`config.mk`:
```
export PLATFORM = sky130hd
export DESIGN_NAME = sic_front
export DESIGN_NICKNAME = d
export VERILOG_FILES = /design/src/rtl/core/sic_pkg.sv /design/src/rtl/core/sic_front.sv
export SDC_FILE = /design/constraint.sdc
export NUM_CORES = 1
export LEC_CHECK = 0
export ABC_AREA = 1
export BUFFER_PORTS_ARGS = -buffer_cell sky130_fd_sc_hd__buf_2
export CAP_MARGIN = 10
export CORE_AREA = 2 2 74 76
export DETAILED_ROUTE_END_ITERATION = 8
export DIE_AREA = 0 0 76 78
export PLACE_DENSITY_LB_ADDON = 0.1
export RECOVER_POWER = 50
export SYNTH_ARGS = -nofsm -noshare
export SYNTH_HDL_FRONTEND = slang
export SYNTH_SLANG_ARGS = --single-unit
```
`constraint.sdc`:
```
create_clock -name clk -period 7.6 [get_ports clk]
set_input_delay 1.9 -clock clk [delete_from_list [all_inputs] [get_ports clk]]
set_output_delay 1.9 -clock clk [all_outputs]
set_load 0.1 [all_outputs]
```
`src/rtl/core/sic_pkg.sv`:
```
// ============================================================================
// sic_pkg
// Shared types and constants for the sorted ID intersection counter.
// ============================================================================
package sic_pkg;

    localparam int TYPES_DEFAULT    = 6;
    localparam int CAPACITY_DEFAULT = 1024;
    localparam int CMD_DEPTH        = 4;

    localparam int REQ_W   = 2;
    localparam int TYPE_W  = 3;
    localparam int ID_W    = 64;
    localparam int COUNT_W = 11;

    // Request codes on the input port
    localparam logic [REQ_W-1:0] REQ_LOAD  = 2'd0;
    localparam logic [REQ_W-1:0] REQ_PROBE = 2'd1;
    localparam logic [REQ_W-1:0] REQ_CLEAR = 2'd2;

    typedef enum logic [1:0] {
        OP_LOAD,
        OP_PROBE,
        OP_CLEAR
    } cmd_op_t;

    typedef struct packed {
        logic [REQ_W-1:0]  req_type;
        logic [TYPE_W-1:0] particle_type;
        logic [ID_W-1:0]   particle_id;
        logic              last;
    } in_item_t;

    typedef struct packed {
        logic [TYPE_W-1:0]  result_type;
        logic [COUNT_W-1:0] common_count;
        logic               overflow;
    } out_item_t;

    // Classified command handed from the front to the back
    typedef struct packed {
        cmd_op_t           op;
        logic [TYPE_W-1:0] ptype;
        logic [ID_W-1:0]   id;
        logic              last;
    } cmd_t;

endpackage

```
`src/rtl/core/sic_front.sv`:
```
// ============================================================================
// sic_front
// Accepts request items, drops meaningless ones and registers the command.
// ============================================================================
module sic_front #(
    parameter int TYPES = sic_pkg::TYPES_DEFAULT
) (
    input  logic             clk,
    input  logic             rst_n,
    input  logic             push,
    output logic             full,
    input  sic_pkg::in_item_t request,
    output logic             cmd_valid,
    input  logic             cmd_full,
    output sic_pkg::cmd_t    cmd
);
    import sic_pkg::*;

    logic  valid_reg;
    logic  valid_next;
    cmd_t  cmd_reg;
    cmd_t  cmd_next;
    logic  accept;
    logic  keep;
    logic  in_range;

    assign in_range  = {1'b0, request.particle_type} < (TYPE_W + 1)'(TYPES);
    assign full      = valid_reg && cmd_full;
    assign accept    = push && !full;
    assign cmd_valid = valid_reg;
    assign cmd       = cmd_reg;

    always_comb
    begin
        keep             = 1'b0;
        cmd_next.op      = OP_LOAD;
        cmd_next.ptype   = request.particle_type;
        cmd_next.id      = request.particle_id;
        cmd_next.last    = request.last;
        unique case (request.req_type)
            REQ_LOAD:
            begin
                cmd_next.op = OP_LOAD;
                keep        = in_range;
            end
            REQ_PROBE:
            begin
                cmd_next.op = OP_PROBE;
                keep        = in_range;
            end
            REQ_CLEAR:
            begin
                cmd_next.op = OP_CLEAR;
                keep        = 1'b1;
            end
            default:
            begin
                keep = 1'b0;
            end
        endcase
    end

    always_comb
    begin
        if (accept)
        begin
            valid_next = keep;
        end
        else if (valid_reg && !cmd_full)
        begin
            valid_next = 1'b0;
        end
        else
        begin
            valid_next = valid_reg;
        end
    end

    always_ff @(posedge clk or negedge rst_n)
    begin
        if (!rst_n)
        begin
            valid_reg <= 1'b0;
        end
        else
        begin
            valid_reg <= valid_next;
        end
    end

    always_ff @(posedge clk)
    begin
        if (accept)
        begin
            cmd_reg <= cmd_next;
        end
    end

endmodule

```
==> qor.txt <==
Status: finished clean
Port Buffers: 145
Worst Setup SP: cmd_full
Htree depth: 3
Placer congestion estimate: 0.7436
# diodes: 0
Syn_area_per_cell: 26.35 µm²
Fmax: 0.2225 GHz
Layout cells sized above 1: 0.5020
Via count: 1,318
Setup Buffers After CTS: 0
Most used cell along the critical path: buf_2
CP Cell Sequence: buf_2 > nand2_1 > inv_1 > buf_2
Top cells by area, synth: edfxtp_1, dfrtp_1, nand3_2
WP data arrival: 2590 ps
Yosys cell types: 8
Final instance area: 0.003126 mm²
Syn-to-layout area delta: 42.91%
Die area: 0.005928 mm²
Final setup violation count: 0
Post-cts gate resize count: 0
DP HPWL: 2981 µm
Commonest non-fill, non-tap cell in the layout: buf_2
Fill cell total of the finished layout: 420
Clock slew at reported path FFs: 60 ps
FF/Latch Area: 0.002127 mm²
Slowest CP cell: buf_2
Synth Warn #: 0
CTS tree: built
Clk_lat worst skew: 320 ps
RSZ-0062 raised after global routing: no
Synth Area in Adders: 0
R2R setup slack: 5900 ps
CTS sink cnt: 71
WL final: 4127 µm
Grt ovf: 0
Power Total: 932.8 µW
Via density: 4.184
Peak supply drop: 0.0001568 V
Cts hold-fix bufs: 0
Maxcap violations: 0
Synthesis-stage register bit count: 71
Nets@finish: 314
Critical path type: in -> out
Starting Density: 0.4337
Largest stage delay, worst path: 440 ps
Area after DPL: 0.003015 mm²
R2r worst-path depth: 4
Util after Layout: 0.6199
Area taken by multi-input logic gates: 47.55 µm²
Worst-Margin Slew: 1195 ps
Chip width: 76 µm
PD cells: 298.4 mW/mm²
Total core area: 0.005042 mm²
LEAKAGE: 1.284 nW
Worst setup SP type: input port
DRT Pass-1 Iters: 4
IO Pins: 146
Worst min-delay path category: reg -> reg
DRC: 0
Post-Synth XOR/XNOR Area: 0
Max-slew violations: 0
Setup_tns: 0 ps
Commonest cells after routing, fill and taps aside: buf_2, edfxtp_1, clkbuf_1
Post-synthesis compound-gate area fraction: 0
Simple-gate share of the synthesized area: 0.02059
Max reg flops: 70
Largest family of logic cells by synthesized area: simple AND/OR/NAND/NOR gates
TritonCTS Buffers: 9
Max-slew headroom: 0.2066
Average wire per standard cell: 13.10 µm
Initial antenna violation count: 0
Post-Syn Nets: 157
Clock tree buffer depth: 2
Die Span Y: 78 µm
Initial DRC count: 94
Worst hold slack: 520.1 ps
Sequential share of the synthesized area: 0.9725
R2r startpoint: cmd_valid
Mux share of post-synthesis cell area: 0
Synth top area share: 0.9611
Final-report hold violation count: 0
RR Endpoint: cmd[15]
Global-route wire length before repair: 6147 µm
Largest net degree at the start of global routing: 71
Hold depth: 2
# rows: 26
CTS root buf: clkbuf_8
Crit path capture type: output port
Tot GR Track Use: 0.1442
Post-Syn Area: 0.002187 mm²
Critical Path Fanout Max: 2
Final Cycle Share: 0.5913
Crit path time final: 4494 ps
Number of global-route vias before repair: 1,283
Yosys top cell by area: edfxtp_1
Mapped Cells: 83
Clock skew: 5.942 ps
Required time of the critical path: 5700 ps
Setup crit end: full
DRT antenna net count: 0
[synthesized netlist by cell type (all sizes together)]
library cell,count
nand3,2
nand2,3
inv,4
edfxtp,70
dfrtp,1
nor2,3
[how the worst min path moves through the flow]
stage	endpoint	startpoint	slack (ps)
floorplan	cmd_valid	cmd_valid	1040
global placement	cmd_valid	cmd_valid	500
detailed placement	cmd_valid	cmd_valid	500
CTS	cmd_valid	cmd_valid	530
global route	cmd_valid	cmd_valid	550
finish	cmd_valid	cmd_valid	520
[logic make-up (layout without fill, tap and decap cells)]
logic type | after synthesis | after routing
DFF | 71 | 71
and+or+nand+nor | 8 | 8
buffers and inverters | 4 | 166
[cell type report]
class / count / share of cell area
flip-flops and latches: 71 / 0.6805
clock inverters: 2 / 0.003203
repair buffers: 146 / 0.2194
multi-input cells: 8 / 0.01521
clock buffers: 14 / 0.04884
inverters: 4 / 0.004804
well taps: 70 / 0.02802
[per-stage QoR]
step | std cells | worst slack [ps]
6_report | 315 | 3106
5_1_grt | 315 | 3070
4_1_cts | 315 | 3102
3_5_place_dp | 299 | 3105
3_3_place_gp | 299 | 3123
2_1_floorplan | 83 | 1620
[critical path, delay by kind of cell]
family / cells / cell delay, ps
simple gates: 1 / 60
buf+inv: 3 / 630
[power breakdown]
part	total, mW	internal [mW]	switching [mW]
logic	0.221	0.0260	0.195
clock network	0.246	0.127	0.119
registers	0.465	0.460	0.00506
total	0.933	0.613	0.320
[metal layers]
layer | up-vias | routed length, µm | GRT usage
met1 | 570 | 1496 | 0.1601
met5 | - | 0 | 0
met4 | 0 | 181 | 0.1164
met3 | 17 | 517 | 0.07093
li1 | 636 | - | -
met2 | 95 | 1931 | 0.2107
Note: power is estimated with default switching activity, not from simulation.
