**src/rtl/core/sic_pkg.sv**
```systemverilog
// ============================================================================
// sic_pkg
// Shared types and constants for the sorted ID intersection counter.
// ============================================================================
package sic_pkg;

    localparam int TYPES_DEFAULT    = 6;
    localparam int CAPACITY_DEFAULT = 1024;
    localparam int CMD_DEPTH        = 4;

    localparam int REQ_W   = 2;
    localparam int TYPE_W  = 3;
    localparam int ID_W    = 64;
    localparam int COUNT_W = 11;

    // Request codes on the input port
    localparam logic [REQ_W-1:0] REQ_LOAD  = 2'd0;
    localparam logic [REQ_W-1:0] REQ_PROBE = 2'd1;
    localparam logic [REQ_W-1:0] REQ_CLEAR = 2'd2;

    typedef enum logic [1:0] {
        OP_LOAD,
        OP_PROBE,
        OP_CLEAR
    } cmd_op_t;

    typedef struct packed {
        logic [REQ_W-1:0]  req_type;
        logic [TYPE_W-1:0] particle_type;
        logic [ID_W-1:0]   particle_id;
        logic              last;
    } in_item_t;

    typedef struct packed {
        logic [TYPE_W-1:0]  result_type;
        logic [COUNT_W-1:0] common_count;
        logic               overflow;
    } out_item_t;

    // Classified command handed from the front to the back
    typedef struct packed {
        cmd_op_t           op;
        logic [TYPE_W-1:0] ptype;
        logic [ID_W-1:0]   id;
        logic              last;
    } cmd_t;

endpackage

```
**src/rtl/core/sic_fifo.sv**
```systemverilog
// ============================================================================
// sic_fifo
// Short command queue between the front and the back.
// ============================================================================
module sic_fifo #(
    parameter int DEPTH = sic_pkg::CMD_DEPTH
) (
    input  logic          clk,
    input  logic          rst_n,
    input  logic          wr_en,
    input  sic_pkg::cmd_t wr_data,
    output logic          full,
    input  logic          rd_en,
    output logic          rd_valid,
    output sic_pkg::cmd_t rd_data
);
    import sic_pkg::*;

    localparam int PTR_W = (DEPTH > 1) ? $clog2(DEPTH) : 1;
    localparam int CNT_W = $clog2(DEPTH + 1);

    cmd_t              entry_reg [DEPTH];
    logic [PTR_W-1:0]  wr_ptr_reg;
    logic [PTR_W-1:0]  wr_ptr_next;
    logic [PTR_W-1:0]  rd_ptr_reg;
    logic [PTR_W-1:0]  rd_ptr_next;
    logic [CNT_W-1:0]  count_reg;
    logic [CNT_W-1:0]  count_next;
    logic              do_wr;
    logic              do_rd;

    assign full     = count_reg == CNT_W'(DEPTH);
    assign rd_valid = count_reg != '0;
    assign rd_data  = entry_reg[rd_ptr_reg];
    assign do_wr    = wr_en && !full;
    assign do_rd    = rd_en && rd_valid;

    always_comb
    begin
        wr_ptr_next = wr_ptr_reg;
        rd_ptr_next = rd_ptr_reg;
        count_next  = count_reg;
        if (do_wr)
        begin
            wr_ptr_next = (wr_ptr_reg == PTR_W'(DEPTH - 1)) ? '0 : wr_ptr_reg + 1'b1;
        end
        if (do_rd)
        begin
            rd_ptr_next = (rd_ptr_reg == PTR_W'(DEPTH - 1)) ? '0 : rd_ptr_reg + 1'b1;
        end
        if (do_wr && !do_rd)
        begin
            count_next = count_reg + 1'b1;
        end
        else if (do_rd && !do_wr)
        begin
            count_next = count_reg - 1'b1;
        end
    end

    always_ff @(posedge clk or negedge rst_n)
    begin
        if (!rst_n)
        begin
            wr_ptr_reg <= '0;
            rd_ptr_reg <= '0;
            count_reg  <= '0;
        end
        else
        begin
            wr_ptr_reg <= wr_ptr_next;
            rd_ptr_reg <= rd_ptr_next;
            count_reg  <= count_next;
        end
    end

    always_ff @(posedge clk)
    begin
        if (do_wr)
        begin
            entry_reg[wr_ptr_reg] <= wr_data;
        end
    end

endmodule

```
**config.mk**
```make
export PLATFORM = sky130hd
export DESIGN_NAME = sic_fifo
export DESIGN_NICKNAME = d
export VERILOG_FILES = /design/src/rtl/core/sic_pkg.sv /design/src/rtl/core/sic_fifo.sv
export SDC_FILE = /design/constraint.sdc
export NUM_CORES = 1
export LEC_CHECK = 0
export BUFFER_PORTS_ARGS = -buffer_cell sky130_fd_sc_hd__buf_2
export CAP_MARGIN = 10
export CORE_MARGIN = 2
export CORE_UTILIZATION = 45
export CTS_CLUSTER_DIAMETER = 150
export DETAILED_ROUTE_END_ITERATION = 10
export PLACE_DENSITY = 0.67
export SYNTH_ARGS = -nofsm -noshare
export SYNTH_HDL_FRONTEND = slang
export SYNTH_SLANG_ARGS = --single-unit
```
**constraint.sdc**
```tcl
create_clock -name clk -period 2.7 [get_ports clk]
set_input_delay 0.405 -clock clk [delete_from_list [all_inputs] [get_ports clk]]
set_output_delay 0.405 -clock clk [all_outputs]
set_load 0.01 [all_outputs]
```
==> results of run 1 <==
worst reg2reg max path, stage by stage (launching register included):
cell and delay, ns:
dfrtp_1 0.45, or3_4 0.42, nand2_2 0.10, ha_1 0.18
inv_1 0.06, fa_1 0.38, xor2_1 0.18, nor2_1 0.15
xor2_1 0.18
metal layers:
metal | global-route usage, % | vias to the layer above
met2 | 26.2 | 136
met4 | 3.90 | 4
li1 | - | 2091
met3 | 4.11 | 34
met1 | 19.6 | 2456
met5 | 0 | -
synth_stat cells:
library cell | instances | area, sq um
and2_1 | 4 | 25.0
buf_12 | 7 | 140
buf_2 | 8 | 40.0
buf_6 | 1 | 11.3
clkbuf_1 | 1 | 3.75
dfrtp_1 | 7 | 175
edfxtp_1 | 280 | 8410
fa_1 | 1 | 20.0
ha_1 | 6 | 75.1
inv_1 | 3 | 11.3
mux2_2 | 3 | 33.8
mux2_4 | 2 | 30.0
mux4_1 | 2 | 52.6
mux4_2 | 68 | 1530
nand2_2 | 1 | 6.26
nor2_1 | 3 | 11.3
nor2b_1 | 1 | 6.26
nor3b_2 | 1 | 12.5
or3_4 | 1 | 11.3
xnor2_1 | 1 | 8.76
xor2_1 | 2 | 17.5
power by group through the flow:
stage	sequential, W	combinational, W	clock (W)
2_1_floorplan	0.00613	0.00286	0
3_5_place_dp	0.00634	0.00409	0
3_3_place_gp	0.00626	0.00404	0
4_1_cts	0.00625	0.00411	0.00411
6_report	0.00618	0.00407	0.00401
5_1_grt	0.00627	0.00445	0.00429
cell type report:
cell class                 count  area [sq um]
tap                          319           399
multi-input combinational     96          1850
inverter                       3          11.3
sequential                   287          8590
antenna                        1          2.50
fill                        1782         10600
timing repair buffer         161           948
clock inverter                20           234
clock buffer                  33           741
logic make-up after synthesis:
group | Yosys count | share of synthesized area [%]
flops | 287 | 80.7
mux | 75 | 15.5
buf+inv | 20 | 1.94
simple gates | 11 | 0.683
fa+ha+maj | 7 | 0.894
xor+xnor | 3 | 0.247
path summary, 6_finish.rpt:
check	from	endpoint	slack, ns	depth (start not counted)
max in group asynchronous	rst_n	rd_ptr_reg[1]$_DFFE_PN0P_	2.27	2
worst max-delay path	rd_ptr_reg[0]$_DFFE_PN0P_	rd_data[61]	0.25	3
worst min-delay path	wr_data[29]	entry_reg[0][29]$_DFFE_PP_	0.09	1
worst min register to register	count_reg[2]$_DFFE_PN0P_	count_reg[2]$_DFFE_PN0P_	0.53	1
worst max register to register	count_reg[0]$_DFFE_PN0P_	count_reg[2]$_DFFE_PN0P_	0.52	8
min in group asynchronous	rst_n	rd_ptr_reg[0]$_DFFE_PN0P_	0.25	2
what timing repair did:
action                                 in CTS  in global routing
buffers inserted                            0                  1
hold buffers                                1                  0
endpoints found under the hold margin       7                  0
setup endpoints to repair                   0                 28
stage by stage:
| stage | cell area (sq um) | setup slack, ns | utilization, % |
|---|---|---|---|
| floorplan | 10600 | 0.541 | - |
| global placement | 11800 | 0.610 | 50.5 |
| detailed placement | 11800 | 0.505 | 50.5 |
| CTS | 12800 | 0.00223 | 54.7 |
| global route | 12800 | 0.148 | 54.8 |
| finish | 12800 | 0.254 | 54.8 |
placed cells by master, fill, tap and decap left out:
cell type      Yosys  final
and2_4             0      4
buf_12             7      8
buf_2              8    145
buf_4              0      7
bufinv_16          0      5
clkbuf_1           1      4
clkbuf_16          0     29
clkinv_1           0      3
clkinv_2           0      8
clkinv_4           0      1
clkinvlp_4         0      2
dfrtp_1            7      5
dfrtp_4            0      2
diode_2            0      1
dlygate4sd3_1      0      1
edfxtp_1         280    280
fa_1               1      1
ha_1               6      6
inv_1              3      3
inv_6              0      1
mux2_2             3      3
mux2_4             2      2
mux4_1             2      2
mux4_2            68     68
nand2_2            1      1
nor2_1             3      3
nor2b_1            1      1
nor3b_2            1      1
or3_4              1      1
xnor2_1            1      1
xor2_1             2      2
==> impl_metrics.json, run 1 <==
{
  "grt_pass1_vias": 5239,
  "fin_skew_ns": 0.0107,
  "place.gp.congestion": 0.753,
  "postSynthCellCount": 403,
  "nets": 659,
  "slowest_stage": "mux4_1",
  "rsz0062_at_grt": "no",
  "dr_total_vias": 4721,
  "p_sw_w": 0.00397,
  "start_util_pct": 45.6,
  "clockBufferDepth": 3,
  "hold_ws_ns": 0.0880,
  "worst_path_dominant_cell_family": "multiplexers",
  "fmax_mhz": 409,
  "path_clk_slew_ns": 0.06,
  "yosys_register_bits": 287,
  "yosysWarnings": 0,
  "crit_type": "reg -> out",
  "clkPwrFrac_pct": 28.1,
  "cts_buffers": 29,
  "highest_layer": "met5",
  "antenna_found_initial": 3,
  "cp_num_buf_inv": 2,
  "wl_met2_mm": 9.47,
  "via_per_inst": 5.13,
  "synth.distinct_cells": 21,
  "finalWirelength_mm": 18.8,
  "tns_ns": 0,
  "seqPwrFrac_pct": 43.4,
  "die-area_sq_um": 24900,
  "crit_path_max_fanout": 33,
  "fin_total_pwr_w": 0.0143,
  "startpoint_type": "flip-flop",
  "powerDensity_nw_per_um2": 1120,
  "area_growth_pct": 20.2,
  "fp.coreArea_sq_um": 23300,
  "grt_max_degree": 41,
  "power.internal_w": 0.0103,
  "met1_length_mm": 7.53,
  "portBuffers": 145,
  "die_h_um": 158,
  "status": "finished clean",
  "fin_cells": 920,
  "drive_gt1_share_pct": 48.0,
  "placed_cells": 864,
  "grtUsageTotal_pct": 15.3,
  "grt_pass1_wl_mm": 29.0,
  "syn-num-nets": 484,
  "p_leak_nw": 4.39,
  "post-route-min-period_ns": 2.45,
  "switching_share_pct": 27.8,
  "cts_sinks": 287,
  "cap_viol_max_count": 0,
  "clk_latency_ns": 0.53,
  "combPwrFrac_pct": 28.5,
  "cts_resized": 0,
  "tightest_slew_ns": 0.517,
  "cp.required_ns": 2.30,
  "critPathMaxStageDelay_ns": 0.62,
  "die-width_um": 158,
  "synth_seq_area_share_pct": 80.7,
  "cts_tree": "done",
  "cp-end-kind": "output pin",
  "drc_errors": 0,
  "final_hold_viol_count": 0,
  "period_share_pct": 90.6,
  "largest_register_ffs": 280,
  "htree_levels": 1,
  "drt_first_pass_iters": 5,
  "slew-limit-headroom_pct": 65.5,
  "peakVddDrop_mv": 0.702,
  "crit_arrival_ns": 2.04,
  "wire_per_inst_um": 20.4,
  "ant_nets": 0,
  "netlist_area_sq_um": 10600,
  "setup_viol": 0,
  "overflow": 0,
  "clock_tree.root_cell": "clkbuf_16",
  "drt_iter0_markers": 221,
  "syn_avg_cell_area_sq_um": 26.4,
  "num_io_pins": 146,
  "drv_slew": 0,
  "hp-class": "in -> reg",
  "worstPathCellList": "buf_12 -> mux4_1 -> buf_2",
  "std_cell_rows": 56,
  "dp_hpwl_mm": 11.2,
  "dr_wl_met3_mm": 1.39
}
Power figures use the tool's default switching activity.
==> run 2, diff against run 1 <==
--- a/config.mk
+++ b/config.mk
@@ -12,6 +12,7 @@
 export CTS_CLUSTER_DIAMETER = 150
 export DETAILED_ROUTE_END_ITERATION = 10
 export PLACE_DENSITY = 0.67
+export RECOVER_POWER = 50
 export SYNTH_ARGS = -nofsm -noshare
 export SYNTH_HDL_FRONTEND = slang
 export SYNTH_SLANG_ARGS = --single-unit
==> run 2 against run 1 <==
Effect of this change: sequential power hardly changed; routed wire length increased by 0.49%; via count fell by 0.25%; global-route usage is the same; core utilization shrank 0.43 points; clock skew is 0.0011 ns higher; combinational power is essentially flat; largest power group unchanged; cell count fell by 0.11%.
==> impl_metrics.json, run 2 (synthesized netlist as in run 1, its figures left out) <==
{
  "final_util_pct": 54.3,
  "combPwrFrac_pct": 28.4,
  "dp_hpwl_mm": 11.2,
  "startpoint_type": "flip-flop",
  "p_sw_w": 0.00397,
  "cts_buffers": 29,
  "drv_slew": 0,
  "seqPwrFrac_pct": 43.4,
  "clockBufferDepth": 3,
  "fin_total_pwr_w": 0.0142,
  "fin_cells": 919,
  "antenna_found_initial": 1,
  "powerDensity_nw_per_um2": 1120,
  "slew-limit-headroom_pct": 61.0,
  "n_antenna_cell": 0,
  "portBuffers": 145,
  "n_fill_cell": 1810,
  "placed_cells": 864,
  "start_util_pct": 45.6,
  "cts_sinks": 287,
  "p_leak_nw": 4.19,
  "die-width_um": 158,
  "grt_pass1_wl_mm": 29.0,
  "tightest_slew_ns": 0.586,
  "final_cell_mix": "edfxtp_1 (280), clkbuf_1 (76), buf_2 (74)",
  "slowest_stage": "dfrtp_4",
  "cts_resized": 0,
  "fmax_mhz": 409,
  "post-route-min-period_ns": 2.44,
  "final_hold_viol_count": 0,
  "drive_gt1_share_pct": 35.8,
  "std_cell_rows": 56,
  "peakVddDrop_mv": 0.704,
  "tns_ns": 0,
  "rsz0062_at_grt": "no",
  "status": "finished clean",
  "dr_total_vias": 4709,
  "period_share_pct": 90.5,
  "grtUsageTotal_pct": 15.3,
  "die-area_sq_um": 24900,
  "num_io_pins": 146,
  "register_area_sq_um": 8590,
  "drc_errors": 0,
  "cap_viol_max_count": 0,
  "critPathMaxStageDelay_ns": 0.65,
  "crit_type": "reg -> out",
  "nets": 659,
  "multiInputGateArea_sq_um": 1850,
  "cp-end-kind": "output pin",
  "switching_share_pct": 27.9,
  "area_growth_pct": 19.2,
  "place.gp.congestion": 0.753,
  "clk_latency_ns": 0.53,
  "grt_max_degree": 41,
  "fp.coreArea_sq_um": 23300,
  "crit_path_max_fanout": 18,
  "grt_pass1_vias": 5239,
  "ant_nets": 0,
  "setup_viol": 0,
  "drt_first_pass_iters": 6,
  "die_h_um": 158,
  "cp.required_ns": 2.30,
  "hp-class": "in -> reg",
  "wire_per_inst_um": 20.6,
  "layout_commonest_cell": "edfxtp_1",
  "drt_iter0_markers": 199,
  "largest_register_ffs": 280,
  "htree_levels": 1,
  "overflow": 0,
  "fin_skew_ns": 0.0118,
  "crit_arrival_ns": 2.04,
  "cts_tree": "done",
  "via_per_inst": 5.12,
  "clock_tree.root_cell": "clkbuf_16",
  "worstPathCellList": "buf_4 -> mux4_2 -> buf_2",
  "clkPwrFrac_pct": 28.2,
  "path_clk_slew_ns": 0.06,
  "finalWirelength_mm": 18.9,
  "power.internal_w": 0.0103
}
==> run 2: path summary, 6_finish.rpt <==
| kind | startpoint | slack, ns | end | cells past startpoint |
|---|---|---|---|---|
| setup reg to reg | count_reg[2]$_DFFE_PN0P_ | 0.34 | entry_reg[0][6]$_DFFE_PP_ | 5 |
| hold / removal | wr_data[20] | 0.13 | entry_reg[3][20]$_DFFE_PP_ | 1 |
| max in group asynchronous | rst_n | 2.05 | rd_ptr_reg[1]$_DFFE_PN0P_ | 2 |
| hold reg to reg | count_reg[2]$_DFFE_PN0P_ | 0.54 | count_reg[2]$_DFFE_PN0P_ | 1 |
| setup / recovery | rd_ptr_reg[1]$_DFFE_PN0P_ | 0.26 | rd_data[46] | 3 |
| min in group asynchronous | rst_n | 0.33 | wr_ptr_reg[1]$_DFFE_PN0P_ | 2 |
==> run 2: layer usage <==
metal / track usage, % / share of wire, % / wire, um / vias up
li1: - / - / - / 2086
met1: 19.6 / 40 / 7640 / 2458
met2: 26.2 / 50 / 9460 / 131
met3: 4.11 / 7.4 / 1390 / 32
met4: 3.90 / 2.1 / 397 / 2
met5: 0 / 0.069 / 13 / -
==> run 2: what timing repair did <==
item / 4_1_cts / 5_1_grt
hold buffers: 1 / 0
hold endpoints to repair: 7 / 0
setup buffers: 0 / 1
endpoints found under the setup margin: 0 / 28
==> run 2: area by class of cell <==
cell class | instances | area share (%)
Timing Repair Buffer | 161 | 6.75
Clock buffer | 33 | 5.84
Sequential cell | 287 | 67.8
Clock inverter | 20 | 1.85
Inverter | 3 | 0.0888
Tap cell | 319 | 3.15
Multi-Input combinational cell | 96 | 14.6
==> run 2: metrics by stage <==
| stage | setup WS [ns] | instance area (sq um) | hold slack (ns) |
|---|---|---|---|
| finish | 0.255 | 12700 | 0.128 |
| global route | 0.148 | 12700 | 0.119 |
| CTS | 0.00223 | 12800 | 0.0642 |
| detailed placement | 0.505 | 11800 | 0.249 |
| global placement | 0.610 | 11800 | 0.245 |
| floorplan | 0.541 | 10600 | 0.109 |
==> run 2: critical path: cells and delay by family (launching register included) <==
family / cells / cell delay (ns)
buffers and inverters: 2 / 0.49
DFF: 1 / 0.65
muxes: 1 / 0.35
==> run 2: power groups by stage <==
stage	Sequential (W)	Clock (W)	Combinational [W]
final	0.00618	0.00402	0.00404
after global routing	0.00627	0.00429	0.00443
after CTS	0.00625	0.00411	0.00411
after detailed placement	0.00634	0	0.00409
after global placement	0.00626	0	0.00404
after floorplan	0.00613	0	0.00286
